$ cat config.mk
export PLATFORM = sky130hd
export DESIGN_NAME = utf16_to_utf8_converter
export DESIGN_NICKNAME = d
export VERILOG_FILES = /design/src/hw/rtl/u16u8_pkg.sv /design/src/hw/rtl/u16u8_front.sv /design/src/hw/rtl/u16u8_queue.sv /design/src/hw/rtl/u16u8_back.sv /design/src/hw/rtl/utf16_to_utf8_converter.sv
export SDC_FILE = /design/constraint.sdc
export NUM_CORES = 1
export LEC_CHECK = 0
export BUFFER_PORTS_ARGS = -buffer_cell sky130_fd_sc_hd__buf_2
export CAP_MARGIN = 5
export CORE_MARGIN = 8
export CORE_UTILIZATION = 61
export CTS_CLUSTER_SIZE = 10
export DETAILED_ROUTE_END_ITERATION = 10
export PLACE_DENSITY = 0.89
export SYNTH_ARGS = -nofsm -noshare
export SYNTH_HDL_FRONTEND = slang
export SYNTH_SLANG_ARGS = --single-unit
export TNS_END_PERCENT = 10
$ cat constraint.sdc
create_clock -name clock -period 4.6 [get_ports clock]
set_input_delay 0 -clock clock [delete_from_list [all_inputs] [get_ports clock]]
set_output_delay 0 -clock clock [all_outputs]
set_load 0.1 [all_outputs]
$ cat src/hw/rtl/u16u8_pkg.sv
package u16u8_pkg;

   localparam int SeqBytes = 6;

   localparam logic [15:0] SURR_HIGH_LO = 16'hD800;
   localparam logic [15:0] SURR_HIGH_HI = 16'hDBFF;
   localparam logic [15:0] SURR_LOW_LO  = 16'hDC00;
   localparam logic [15:0] SURR_LOW_HI  = 16'hDFFF;
   localparam logic [20:0] SUPP_BASE    = 21'h10000;
   localparam logic [20:0] MAX_ONE      = 21'h7F;
   localparam logic [20:0] MAX_TWO      = 21'h7FF;
   localparam logic [20:0] MAX_THREE    = 21'hFFFF;
   localparam logic [7:0]  LEAD_TWO     = 8'hC0;
   localparam logic [7:0]  LEAD_THREE   = 8'hE0;
   localparam logic [7:0]  LEAD_FOUR    = 8'hF0;
   localparam logic [7:0]  CONT_MARK    = 8'h80;

   // One encoded code point, first byte in element 0.
   typedef struct packed {
      logic [3:0][7:0] bytes;
      logic [2:0]      len;
   } enc_type;

   // Work for the back end: all bytes caused by one input unit.
   typedef struct packed {
      logic [SeqBytes-1:0][7:0] bytes;
      logic [2:0]               len;
      logic                     string_end;
   } seq_type;

   typedef struct packed {
      logic full;
      logic empty;
   } qstat_type;

   function automatic enc_type encode_point(input logic [20:0] cp);
      enc_type e;
      e.bytes = '0;
      if (cp <= MAX_ONE) begin
         e.bytes[0] = {1'b0, cp[6:0]};
         e.len      = 3'd1;
      end else if (cp <= MAX_TWO) begin
         e.bytes[0] = LEAD_TWO | {3'b000, cp[10:6]};
         e.bytes[1] = CONT_MARK | {2'b00, cp[5:0]};
         e.len      = 3'd2;
      end else if (cp <= MAX_THREE) begin
         e.bytes[0] = LEAD_THREE | {4'b0000, cp[15:12]};
         e.bytes[1] = CONT_MARK | {2'b00, cp[11:6]};
         e.bytes[2] = CONT_MARK | {2'b00, cp[5:0]};
         e.len      = 3'd3;
      end else begin
         e.bytes[0] = LEAD_FOUR | {5'b00000, cp[20:18]};
         e.bytes[1] = CONT_MARK | {2'b00, cp[17:12]};
         e.bytes[2] = CONT_MARK | {2'b00, cp[11:6]};
         e.bytes[3] = CONT_MARK | {2'b00, cp[5:0]};
         e.len      = 3'd4;
      end
      return e;
   endfunction

endpackage

$ cat src/hw/rtl/u16u8_front.sv
module u16u8_front import u16u8_pkg::*; (
   input  logic        clock,
   input  logic        reset,
   input  logic        req_valid,
   output logic        req_ready,
   input  logic [15:0] req_code_unit,
   input  logic        req_string_last,
   input  qstat_type   q_stat,
   output logic        push,
   output seq_type     push_seq,
   output logic        pend_valid
);

   logic       pend_ff, pend_in;
   logic [9:0] held_ff, held_in;
   logic       accept, is_high, is_low, keep;
   enc_type    held_enc, unit_enc, supp_enc;

   assign req_ready = !q_stat.full;
   assign accept    = req_valid && req_ready;
   assign is_high   = (req_code_unit >= SURR_HIGH_LO) && (req_code_unit <= SURR_HIGH_HI);
   assign is_low    = (req_code_unit >= SURR_LOW_LO) && (req_code_unit <= SURR_LOW_HI);
   assign keep      = is_high && !req_string_last;

   assign held_enc = encode_point({5'b00000, SURR_HIGH_LO | {6'b000000, held_ff}});
   assign unit_enc = encode_point({5'b00000, req_code_unit});
   assign supp_enc = encode_point({1'b0, held_ff, req_code_unit[9:0]} + SUPP_BASE);

   always_comb begin
      push_seq            = '0;
      push_seq.string_end = req_string_last;
      if (pend_ff) begin
         if (is_low) begin
            push_seq.bytes[3:0] = supp_enc.bytes;
            push_seq.len        = supp_enc.len;
         end else begin
            // The held surrogate goes out alone, then the new unit unless it is held.
            push_seq.bytes[2:0] = held_enc.bytes[2:0];
            if (keep) begin
               push_seq.len = 3'd3;
            end else begin
               push_seq.bytes[5:3] = unit_enc.bytes[2:0];
               push_seq.len        = 3'd3 + unit_enc.len;
            end
         end
      end else if (!keep) begin
         push_seq.bytes[3:0] = unit_enc.bytes;
         push_seq.len        = unit_enc.len;
      end
   end

   assign push       = accept && (push_seq.len != 3'd0);
   assign pend_in    = accept ? keep : pend_ff;
   assign held_in    = (accept && keep) ? req_code_unit[9:0] : held_ff;
   assign pend_valid = pend_ff;

   always_ff @(posedge clock) begin
      if (reset) begin
         pend_ff <= 1'b0;
      end else begin
         pend_ff <= pend_in;
      end
   end

   always_ff @(posedge clock) begin
      held_ff <= held_in;
   end

endmodule

$ cat src/hw/rtl/u16u8_queue.sv
module u16u8_queue import u16u8_pkg::*; (
   input  logic      clock,
   input  logic      reset,
   input  logic      push,
   input  seq_type   push_seq,
   input  logic      pop,
   output seq_type   head,
   output qstat_type q_stat
);

   seq_type    mem_ff [2];
   logic       wr_ptr_ff, wr_ptr_in;
   logic       rd_ptr_ff, rd_ptr_in;
   logic [1:0] count_ff, count_in;

   assign q_stat.full  = (count_ff == 2'd2);
   assign q_stat.empty = (count_ff == 2'd0);
   assign head         = mem_ff[rd_ptr_ff];

   assign wr_ptr_in = push ? !wr_ptr_ff : wr_ptr_ff;
   assign rd_ptr_in = pop ? !rd_ptr_ff : rd_ptr_ff;

   always_comb begin
      count_in = count_ff;
      if (push && !pop) begin
         count_in = count_ff + 2'd1;
      end else if (pop && !push) begin
         count_in = count_ff - 2'd1;
      end
   end

   always_ff @(posedge clock) begin
      if (reset) begin
         wr_ptr_ff <= 1'b0;
         rd_ptr_ff <= 1'b0;
         count_ff  <= 2'd0;
      end else begin
         wr_ptr_ff <= wr_ptr_in;
         rd_ptr_ff <= rd_ptr_in;
         count_ff  <= count_in;
      end
   end

   always_ff @(posedge clock) begin
      if (push) begin
         mem_ff[wr_ptr_ff] <= push_seq;
      end
   end

endmodule

$ cat src/hw/rtl/u16u8_back.sv
module u16u8_back import u16u8_pkg::*; (
   input  logic        clock,
   input  logic        reset,
   input  seq_type     head,
   input  qstat_type   q_stat,
   output logic        pop,
   output logic        rsp_valid,
   input  logic        rsp_ready,
   output logic [7:0]  rsp_out_byte,
   output logic        rsp_run_last,
   output logic        rsp_string_end
);

   logic       valid_ff, valid_in;
   logic [7:0] byte_ff;
   logic       run_last_ff, string_end_ff;
   logic [2:0] idx_ff, idx_in;
   logic       load, last_b;

   // While the queue is not empty, a new byte enters the output register whenever it is empty or being transferred.
   assign load   = !q_stat.empty && (!valid_ff || rsp_ready);
   assign last_b = (idx_ff == (head.len - 3'd1));
   assign pop    = load && last_b;

   assign valid_in = load || (valid_ff && !rsp_ready);
   assign idx_in   = load ? (last_b ? 3'd0 : idx_ff + 3'd1) : idx_ff;

   always_ff @(posedge clock) begin
      if (reset) begin
         valid_ff <= 1'b0;
         idx_ff   <= 3'd0;
      end else begin
         valid_ff <= valid_in;
         idx_ff   <= idx_in;
      end
   end

   always_ff @(posedge clock) begin
      if (load) begin
         byte_ff       <= head.bytes[idx_ff];
         run_last_ff   <= last_b;
         string_end_ff <= last_b && head.string_end;
      end
   end

   assign rsp_valid      = valid_ff;
   assign rsp_out_byte   = byte_ff;
   assign rsp_run_last   = run_last_ff;
   assign rsp_string_end = string_end_ff;

endmodule

$ cat src/hw/rtl/utf16_to_utf8_converter.sv
// A transferred unit is queued first; its bytes then leave via the output register.
// Throughput: one UTF-8 byte per cycle at the output register while bytes wait and
// rsp_ready is held high; a unit yields 0 to 6 bytes (1 to 3 for typical text).
// A two-entry queue between front and back lets a new unit be taken while bytes drain.
// Reset (synchronous, active high) clears the held surrogate, the queue and the output.
module utf16_to_utf8_converter import u16u8_pkg::*; (
   input  logic        clock,
   input  logic        reset,
   input  logic        req_valid,
   output logic        req_ready,
   input  logic [15:0] req_code_unit,
   input  logic        req_string_last,
   output logic        rsp_valid,
   input  logic        rsp_ready,
   output logic [7:0]  rsp_out_byte,
   output logic        rsp_run_last,
   output logic        rsp_string_end
);

   qstat_type q_stat;
   seq_type   push_seq, head;
   logic      push, pop, pend_valid;

   u16u8_front u_front (
      .clock           (clock),
      .reset           (reset),
      .req_valid       (req_valid),
      .req_ready       (req_ready),
      .req_code_unit   (req_code_unit),
      .req_string_last (req_string_last),
      .q_stat          (q_stat),
      .push            (push),
      .push_seq        (push_seq),
      .pend_valid      (pend_valid)
   );

   u16u8_queue u_queue (
      .clock    (clock),
      .reset    (reset),
      .push     (push),
      .push_seq (push_seq),
      .pop      (pop),
      .head     (head),
      .q_stat   (q_stat)
   );

   u16u8_back u_back (
      .clock          (clock),
      .reset          (reset),
      .head           (head),
      .q_stat         (q_stat),
      .pop            (pop),
      .rsp_valid      (rsp_valid),
      .rsp_ready      (rsp_ready),
      .rsp_out_byte   (rsp_out_byte),
      .rsp_run_last   (rsp_run_last),
      .rsp_string_end (rsp_string_end)
   );

   a_end_is_run_last: assert property (@(posedge clock) disable iff (reset)
      rsp_valid && rsp_string_end |-> rsp_run_last)
      else $error("string end flagged on a byte that does not close its run");

   a_queue_status: assert property (@(posedge clock) disable iff (reset)
      !(q_stat.full && q_stat.empty))
      else $error("queue reports full and empty at once");

   a_nothing_held_after_end: assert property (@(posedge clock) disable iff (reset)
      req_valid && req_ready && req_string_last |=> !pend_valid)
      else $error("surrogate still held after the last unit of a string");

   a_no_push_when_full: assert property (@(posedge clock) disable iff (reset)
      q_stat.full |-> !push)
      else $error("transfer into a full queue");

endmodule

Word level (Yosys, flattened, before mapping)
Memories as Yosys holds them, arrays and structs flattened. A register that Yosys moved wholly into a read port is not among the register bits.
Cells that the tools add are included.
{ "word_totals": {"ff_bits": 29, "latch_bits": 0, "ramBits": 104, "romBits": 0, "in_bits": 21, "out_inout_bits": 12, "wordCells": 89, "mem_count": 1} }
{ "op_classes": {"add_sub_neg": 6, "multipliers": 0, "n_div": 0, "order_cmp": 12, "eq_ne": 2, "n_shift": 0, "mux": 32, "n_bitwise": 0, "reduce_logical": 26} }
{ "memory_table": {"columns": ["name", "depth", "word_bits", "rd", "rd_clocked_by_memory_dff", "wr", "line", "rtl"], "rows": [
  ["u_queue.mem_ff", 2, 52, 1, 1, 1, "u16u8_queue.sv:11", "seq_type mem_ff [2];"]
]} }
{ "ops": {"columns": ["cell", "n"], "rows": [
  ["$mux W35", 3],
  ["$mux W24", 3],
  ["$mux W16", 4],
  ["$mux W27", 2],
  ["$mux W19", 2],
  ["$mux W11", 3],
  ["$ge A16 B16 Y1 const B", 2],
  ["$le A16 B11 Y1 const B", 2],
  ["$le A16 B16 Y1 const B", 2],
  ["$le A16 B7 Y1 const B", 2],
  ["$mux W8", 4],
  ["$mux W25", 1],
  ["$bmux W8 S3", 1],
  ["$add A20 B17 Y21 const B", 1],
  ["$le A21 B11 Y1 const B", 1],
  ["$le A21 B16 Y1 const B", 1],
  ["$le A21 B7 Y1 const B", 1],
  ["$mux W17", 1],
  ["$logic_and A1 B1 Y1", 12],
  ["$logic_not A1 Y1", 9],
  ["$mux W3", 2],
  ["$lt A3 B4 Y1 const B", 1],
  ["$mux W1", 4],
  ["$mux W2", 2],
  ["11 further kinds", 12]
]} }

Longest topological paths before layout
Gate-level depths: netlist of the first run.
{ "depth": {"ltp_word": 15, "mapped_depth": 13} }

Hierarchy
A second synthesis of the first run with hierarchy kept.
{ "unflattened": {"cells_unflattened": 507, "hier_area_um2": 6686.4} }
{ "by_module_without_submodules": {"columns": ["module", "instances", "cells_per_inst", "area_each_um2", "seq_area_each_um2"], "rows": [
  ["u16u8_queue", 1, 184, 3958.8, 3223.1],
  ["u16u8_front", 1, 247, 1793.0, 320.3],
  ["u16u8_back", 1, 76, 934.6, 380.4]
]} }

Least setup slack after synthesis of the first run
OpenSTA, ideal clock, no wires.
{ "synth_timing": {"path_kind": "register to register", "start": "reg u_queue.count_ff[0]", "end": "mem u_queue.mem_ff[0][0] (netlist bit) (enable)", "setup_ns": 0.457, "arrival_ns": 3.825, "setup_slack_ns": 0.318, "stages_incl_launch_ff": 5, "n_path_buf": 0, "synth_period_minus_slack_ns": 4.282, "cell_sequence": "dfxtp_1 nand2b_1 nand2_1 a21oi_1 nor2b_1"} }
{ "synth_between": {"elab_chain_cells": 6} }
{ "synth_rtl": {"columns": ["item", "line", "rtl"], "rows": [
  ["from (decl)", "u16u8_queue.sv:14", "logic [1:0] count_ff, count_in;"],
  ["from (signal assigned)", "u16u8_queue.sv:40", "count_ff <= count_in;"],
  ["$eq A2 B2 Y1", "u16u8_queue.sv:16", "assign q_stat.full = (count_ff == 2'd2);"],
  ["$logic_not A1 Y1", "u16u8_front.sv:19", "assign req_ready = !q_stat.full;"],
  ["net req_ready", "utf16_to_utf8_converter.sv:10", "output logic req_ready,"],
  ["$logic_and A1 B1 Y1", "u16u8_front.sv:20", "assign accept = req_valid && req_ready;"],
  ["$logic_and A1 B1 Y1", "u16u8_front.sv:52", "assign push = accept && (push_seq.len != 3'd0);"],
  ["net push", "utf16_to_utf8_converter.sv:22", "logic push, pop, pend_valid;"],
  ["$mux W1", "u16u8_queue.sv:45", "if (push) begin"],
  ["$mux W1 (implied by the code)", "u16u8_queue.sv:46", "mem_ff[wr_ptr_ff] <= push_seq;"],
  ["to (decl)", "u16u8_queue.sv:11", null]
]} }
The timed path passes the listed nets, and every way through them passes these cells.

==> results of run 1 <==
-- cell usage in the layout (no fill, tap or decap), types with 4 or more instances in the layout --
cell / count
clkbuf_16: 18
mux2i_1: 14
dlygate4sd3_1: 18
xnor2_1: 4
inv_4: 4
and3_1: 5
xor2_1: 5
nand2b_1: 7
a21oi_1: 23
dfxtp_1: 9
mux4_2: 20
ha_1: 5
and2_1: 7
nand3_1: 7
a211oi_1: 5
nor3_1: 10
nand2_1: 27
buf_2: 32
inv_1: 20
a31oi_1: 5
edfxtp_1: 114
o22ai_1: 12
nor2_1: 40
o21ai_0: 15
a222oi_1: 5
-- worst max path at each step --
stage | start | to | slack, ps | cells past startpoint
after CTS | u_front.pend_valid | u_queue.mem_ff[1][36] | 1460 | 3
after floorplan | u_queue.count_ff[0] | u_queue.mem_ff[0][0] | 320 | 4
after detailed placement | u_front.pend_valid | u_queue.mem_ff[1][28] | 1470 | 3
after global routing | u_front.pend_valid | u_queue.mem_ff[1][49] | 1180 | 3
final | u_front.pend_valid | u_queue.mem_ff[0][48] | 1320 | 5
after global placement | u_front.pend_valid | u_queue.mem_ff[1][28] | 1580 | 3
-- sequential cells by signal, indices dropped and copies added, names as in the netlist, 2 cells and up, named ones only --
| signal | flops |
|---|---|
| u_back.idx_ff | 3 |
| u_front.held_ff | 10 |
| u_back.rsp_out_byte | 8 |
| u_queue.mem_ff | 94 |
| u_queue.count_ff | 2 |
-- power groups by stage --
stage	Combinational [µW]	Clock (µW)	Sequential, µW
floorplan	425	0	1830
global placement	897	0	1530
detailed placement	917	0	1540
CTS	940	1220	1530
global route	987	1280	1540
finish	942	1220	1520
-- per-stage QoR --
step / power (µW) / worst slack, ps / hold slack, ps / cells / utilization (%)
2_1_floorplan: 2250 / 318 / 98.9 / 457 / -
3_3_place_gp: 2430 / 1580 / 241 / 594 / 64.1
3_5_place_dp: 2460 / 1470 / 249 / 594 / 64.1
4_1_cts: 3690 / 1460 / 83.5 / 644 / 71.7
5_1_grt: 3800 / 1180 / 131 / 644 / 71.7
6_report: 3690 / 1320 / 119 / 644 / 71.7
-- per-layer routing --
metal / wire length, µm / share of wire [%]
met2: 7630 / 49
met1: 5630 / 36
met3: 1700 / 11
met4: 565 / 3.6
met5: 0 / 0
-- repair_timing --
action,in CTS,in global routing
hold endpoints to repair,39,0
setup endpoints to repair,0,0
hold buffers,18,0
gates resized for setup,0,0
-- worst max-delay path: stages, from the launching register on --
cell      delay [ps]
dfxtp_1          810
clkinv_1         490
nor2_2           740
nand2_1          280
nor2_1           550
and2_1           260
-- area by class of cell --
type                            count  area share (%)
Clock buffer                       24            7.27
Clock inverter                      8           0.760
Inverter                           21            1.14
Multi-Input combinational cell    281            30.7
Sequential cell                   124            52.4
Tap cell                          133            2.41
Timing Repair Buffer               53            5.25
-- cells by family after synthesis --
kind of cell | after synthesis | synth area share, %
compound gates | 103 | 11.9
xor+xnor | 9 | 1.32
fa+ha+maj | 5 | 1.05
buf+inv | 52 | 3.67
flops | 124 | 60.8
mux | 36 | 10.3
simple gates | 128 | 10.9
==> run_results.csv, run 1 <==
group,metric,value,unit
yosys,syn_avg_cell_area,13.0,µm²
worst_setup_path,worstReg2RegStart,"u_front.pend_valid",
global_route,antenna_found_initial,0,
worst_setup_path,cp-end-kind,"flip-flop",
clock_network,cts.sinks,124,
pwr,power.density,533,nW/µm²
final_layout,drive_gt1_share,19.4,%
yosys,synth_top_area_share,57.4,%
clock_network,cts_setup_buffers,0,
drt,wl_per_cell,24.1,µm
worst_setup_path,critical_path_class,"flip-flop to flip-flop",
pwr,p_clk_share,33.1,%
global_route,grt_pass1_wl,24.4,mm
placed_design,place_hpwl,10.1,mm
clock_network,numCtsBuffers,17,
floorplanning,coreArea,9640,µm²
placed_design,place_area,6180,µm²
hold_path,whs_endpoint,"u_queue.mem_ff[1][31]",
pwr,ir_drop,0.000457,V
yosys,ys_top_cells_by_count,"114 x edfxtp_1, 40 x nor2_1, 27 x nand2_1",
pwr,p_int,2460,µW
floorplanning,rows,36,
drt,firstDrtPassIters,6,
pwr,pwr-share-comb,25.5,%
yosys,syn_nets,483,
worst_setup_path,reg2reg_slack,1320,ps
final_layout,final_area,6910,µm²
timing,tightestPinTransition,1180,ps
hold_path,hp-class,"primary input to flip-flop",
floorplanning,die_h,115,µm
run,maxCapViolations,0,
drt,wl,15.5,mm
timing,tns,0,ps
status,outcome,"finished clean",
yosys,yosysMostFrequentCell,"edfxtp_1",
clock_network,clock_path_buffers,2,
final_layout,fillers,640,
hold_path,min_path_cells,3,
drt,drc,0,
drt,vias_per_cell,6.79,
global_route,grt_max_degree,48,
yosys,yosysWarnings,0,
timing,hold_violations,0,
drt,drtAntennaViolNets,0,
yosys,synth_edf_count,114,
clock_network,cts_tree,"yes",
placed_design,port_buffers,32,
final_layout,seqCellArea,3620,µm²
worst_setup_path,r2r-end,"u_queue.mem_ff[0][48]",
timing,min_period,3280,ps
pwr,leakage,0.00243,µW
floorplanning,dieArea,13200,µm²
timing,rsz0062_at_grt,"false",
timing,finClkSkew,10.2,ps
timing,setup_viol,0,
final_layout,final_nets,524,
final_layout,area_growth,16.0,%
yosys,ys_types,66,
timing,slew_violations,0,
clock_network,clk-insertion-delay-late,510,ps
global_route,use_met3,6.41,%
global_route,top_usage_layer,"met2",
timing,fin_crit_sh,71.4,%
final_layout,multiInputGateArea,2130,µm²
worst_setup_path,ff2ff_path_depth,5,
floorplanning,die_w,115,µm
floorplanning,io_pins,33,
global_route,grt_usage,24.6,%
pwr,power.switching,1220,µW
drt,drt_iter0_markers,600,
yosys,synth_area_leaders,"edfxtp_1 57%, mux4_2 7.6%, dfxtp_1 3.4%",
clock_network,cts-root-buf,"clkbuf_8",
yosys,synth-main-ff-cell,"edfxtp_1",
drt,vias,4374,
worst_setup_path,required,4960,ps
yosys,synthArstFlopShare,0,%
pwr,seqPwrFrac,41.4,%
worst_setup_path,critPathMaxFanout,21,
clock_network,htreeDepth,4,
global_route,grt.met1_usage,30.3,%
global_route,grt_util_met2,40.5,%
global_route,grt.overflow.total,0,
yosys,ys_seq_elements,124,
worst_setup_path,start_kind,"flip-flop",
yosys,yosysTopAreaCell,"edfxtp_1",
floorplanning,start_util,61.8,%
placed_design,gp_congestion,0.987,
pwr,p_sw_share,33.2,%
yosys,ys_seq_area_share,60.8,%
yosys,netlist_instances,457,
global_route,grt_pass1_vias,4356,
worst_setup_path,critPathArrivalTime,3640,ps
timing,fmax,305,MHz
hold_path,hold_path.startpoint,"req_code_unit[15]",
clock_network,clk_pin_slew,60,ps
timing,maxSlewHeadroom,21.3,%
final_layout,n_antenna_cell,0,
yosys,syn-cell-area,5960,µm²
Power figures use the tool's default switching activity.
==> inputs of run 2 (changes only) <==
Settings changed: ABC_AREA set to 1.
Clock period 4.6 ns to 3.2 ns, I/O delays scaled along.
==> run 2 against run 1 <==
Compared with the run above: design area increased by 4.8%; highest routed layer unchanged; synthesized cell count is 30% higher; sequential power is 38% higher; combinational power increased by 50%; fmax is 16% higher; register-to-register slack worse by 950 ps; synthesized area rose by 3.0%; sequential cell count unchanged; die area up 2.6%.
==> run_results.csv, run 2 <==
group,metric,value,unit
status,outcome,"finished clean",
final_layout,final_cell_mix,"114 x edfxtp_1, 94 x nor2_1, 86 x nand2_1",
worst_setup_path,critPathArrivalTime,3260,ps
drt,wl_per_cell,20.9,µm
global_route,grt_max_degree,48,
clock_network,cts.sinks,124,
yosys,ys_seq_area_share,59.0,%
clock_network,cts_tree,"yes",
drt,highest_layer,"met4",
run,maxCapViolations,0,
timing,fmax,352,MHz
drt,wl_met3,1.69,mm
placed_design,place_hpwl,11.0,mm
yosys,synth_top_area_share,55.7,%
timing,min_period,2840,ps
timing,rsz0062_at_grt,"false",
clock_network,htreeDepth,4,
yosys,netlist_instances,596,
floorplanning,die_h,116,µm
clock_network,cts_resized,0,
worst_setup_path,required,3620,ps
pwr,ir_drop,0.000549,V
worst_setup_path,critical_path_class,"flip-flop to flip-flop",
timing,tightestPinTransition,880,ps
placed_design,port_buffers,32,
yosys,yosysMostFrequentCell,"edfxtp_1",
drt,met1_length,6.57,mm
yosys,ys_top_cells_by_count,"114 x edfxtp_1, 95 x nor2_1, 86 x nand2_1",
drt,drtAntennaViolNets,0,
hold_path,hp-class,"primary input to flip-flop",
global_route,grt_pass1_wl,26.0,mm
yosys,synthArstFlopShare,0,%
yosys,ys_seq_elements,124,
worst_setup_path,critPathMaxFanout,9,
yosys,synth_area_leaders,"edfxtp_1 56%, nor2_1 5.8%, nand2_1 5.3%",
floorplanning,coreArea,9770,µm²
final_layout,final_common_cell,"edfxtp_1",
timing,slew_violations,0,
worst_setup_path,cp-end-kind,"flip-flop",
final_layout,drive_gt1_share,17.8,%
final_layout,largest_register,"u_queue.mem_ff",
global_route,grt_pass1_vias,4754,
drt,wl,16.7,mm
drt,drc,0,
timing,setup_ws,363,ps
timing,maxSlewHeadroom,41.1,%
drt,firstDrtPassIters,5,
global_route,grt_usage,26.1,%
drt,vias,4921,
clock_network,clk_pin_slew,60,ps
pwr,leakage,0.00282,µW
timing,setup_viol,0,
global_route,antenna_found_initial,0,
timing,finClkSkew,13.1,ps
final_layout,n_antenna_cell,0,
final_layout,area_growth,18.0,%
drt,wl_met2,8.14,mm
floorplanning,start_util,62.8,%
yosys,synth_edf_count,114,
drt,drt_iter0_markers,648,
final_layout,fillers,685,
placed_design,pre_cts_ws,294,ps
final_layout,final_nets,677,
clock_network,numCtsBuffers,17,
clock_network,clock_path_buffers,2,
yosys,syn_avg_cell_area,10.3,µm²
clock_network,cts-root-buf,"clkbuf_8",
drt,vias_per_cell,6.17,
worst_setup_path,start_kind,"flip-flop",
pwr,power.density,759,nW/µm²
timing,hold_violations,0,
clock_network,clk-insertion-delay-late,530,ps
floorplanning,dieArea,13500,µm²
floorplanning,io_pins,33,
timing,fin_crit_sh,88.7,%
yosys,synth-main-ff-cell,"edfxtp_1",
timing,tns,0,ps
yosys,yosysTopAreaCell,"edfxtp_1",
floorplanning,rows,36,
yosys,ys_types,50,
yosys,syn-cell-area,6140,µm²
final_layout,largest_reg_flops,94,
global_route,grt.overflow.total,0,
floorplanning,die_w,116,µm
yosys,yosysWarnings,0,
yosys,syn_nets,622,
placed_design,gp_congestion,0.950,
-- run 2: cell types whose count changed in the layout (fill, tap and decap cells not counted), moves of 12 or more --
cell	change
inv_1	+34
nor2_1	+54
o32ai_1	+12
nand2_1	+59
mux4_2	-20
o21ai_0	+28
o221ai_1	+13
-- run 2: metrics by stage --
step                instance area, µm²  power, µW  hold slack (ps)  instances  util [%]
floorplan                         6150       3190             69.4        596         -
global placement                  6470       3460              204        748      66.2
detailed placement                6470       3510              210        748      66.2
CTS                               7230       5500             27.3        795      74.0
global route                      7250       5680             51.9        797      74.1
finish                            7250       5500             58.3        797      74.1
-- run 2: timing repair --
item | in CTS | in global routing
setup endpoints to repair | 0 | 1
hold endpoints to repair | 41 | 0
buffers inserted | 0 | 2
hold buffers | 15 | 0
-- run 2: kinds of logic after synthesis --
| kind of cell | Yosys count | synth area share, % |
|---|---|---|
| multiplexers | 9 | 1.47 |
| XOR/XNOR | 4 | 0.571 |
| buffers and inverters | 86 | 5.52 |
| flip-flops | 124 | 59.0 |
| AO/OA/AOI/OAI | 137 | 15.1 |
| AND/OR/NAND/NOR | 231 | 17.4 |
| adder cells (fa/ha/maj) | 5 | 1.02 |
-- run 2: final cells by class --
| cell class | count | area, µm² | area share (%) |
|---|---|---|---|
| sequential | 124 | 3620 | 50.0 |
| clock inverter | 14 | 191 | 2.64 |
| inverter | 64 | 243 | 3.35 |
| clock buffer | 18 | 418 | 5.77 |
| timing repair buffer | 58 | 418 | 5.77 |
| tap | 133 | 166 | 2.30 |
| multi-input combinational | 386 | 2190 | 30.2 |
-- run 2: worst paths after layout --
path         slack, ps                    end  depth (start not counted)               start
max                360    u_queue.count_ff[1]                         18  u_front.held_ff[7]
min                 60  u_queue.mem_ff[1][41]                          3   req_code_unit[11]
max reg2reg        360    u_queue.count_ff[1]                         18  u_front.held_ff[7]
min reg2reg        490       u_back.rsp_valid                          2    u_back.rsp_valid
-- run 2: power breakdown --
part	total [µW]	switching, µW	internal [µW]
registers	2100	62.8	2040
clock network	1980	717	1270
logic	1410	1080	330
-- run 2: metal layers --
| layer | global-route usage, % | vias up |
|---|---|---|
| met3 | 5.53 | 24 |
| met1 | 33.4 | 2322 |
| li1 | - | 2241 |
| met5 | 0 | - |
| met4 | 10.9 | 0 |
| met2 | 42.4 | 334 |
-- run 2: worst max-delay path: stages (launching register included) --
cell      delay (ps)
edfxtp_1         470
ha_1             260
inv_1             60
nand2_1           60
nand2_2          110
nand3_2          110
nor2_2           140
nand3_2          120
nand2_4          150
o21ai_1          120
inv_2             80
nand3_2           90
nand2_1          130
inv_1             60
ha_1             320
a21oi_1          120
o21ai_0          110
o21ai_0          160
a21oi_1           50
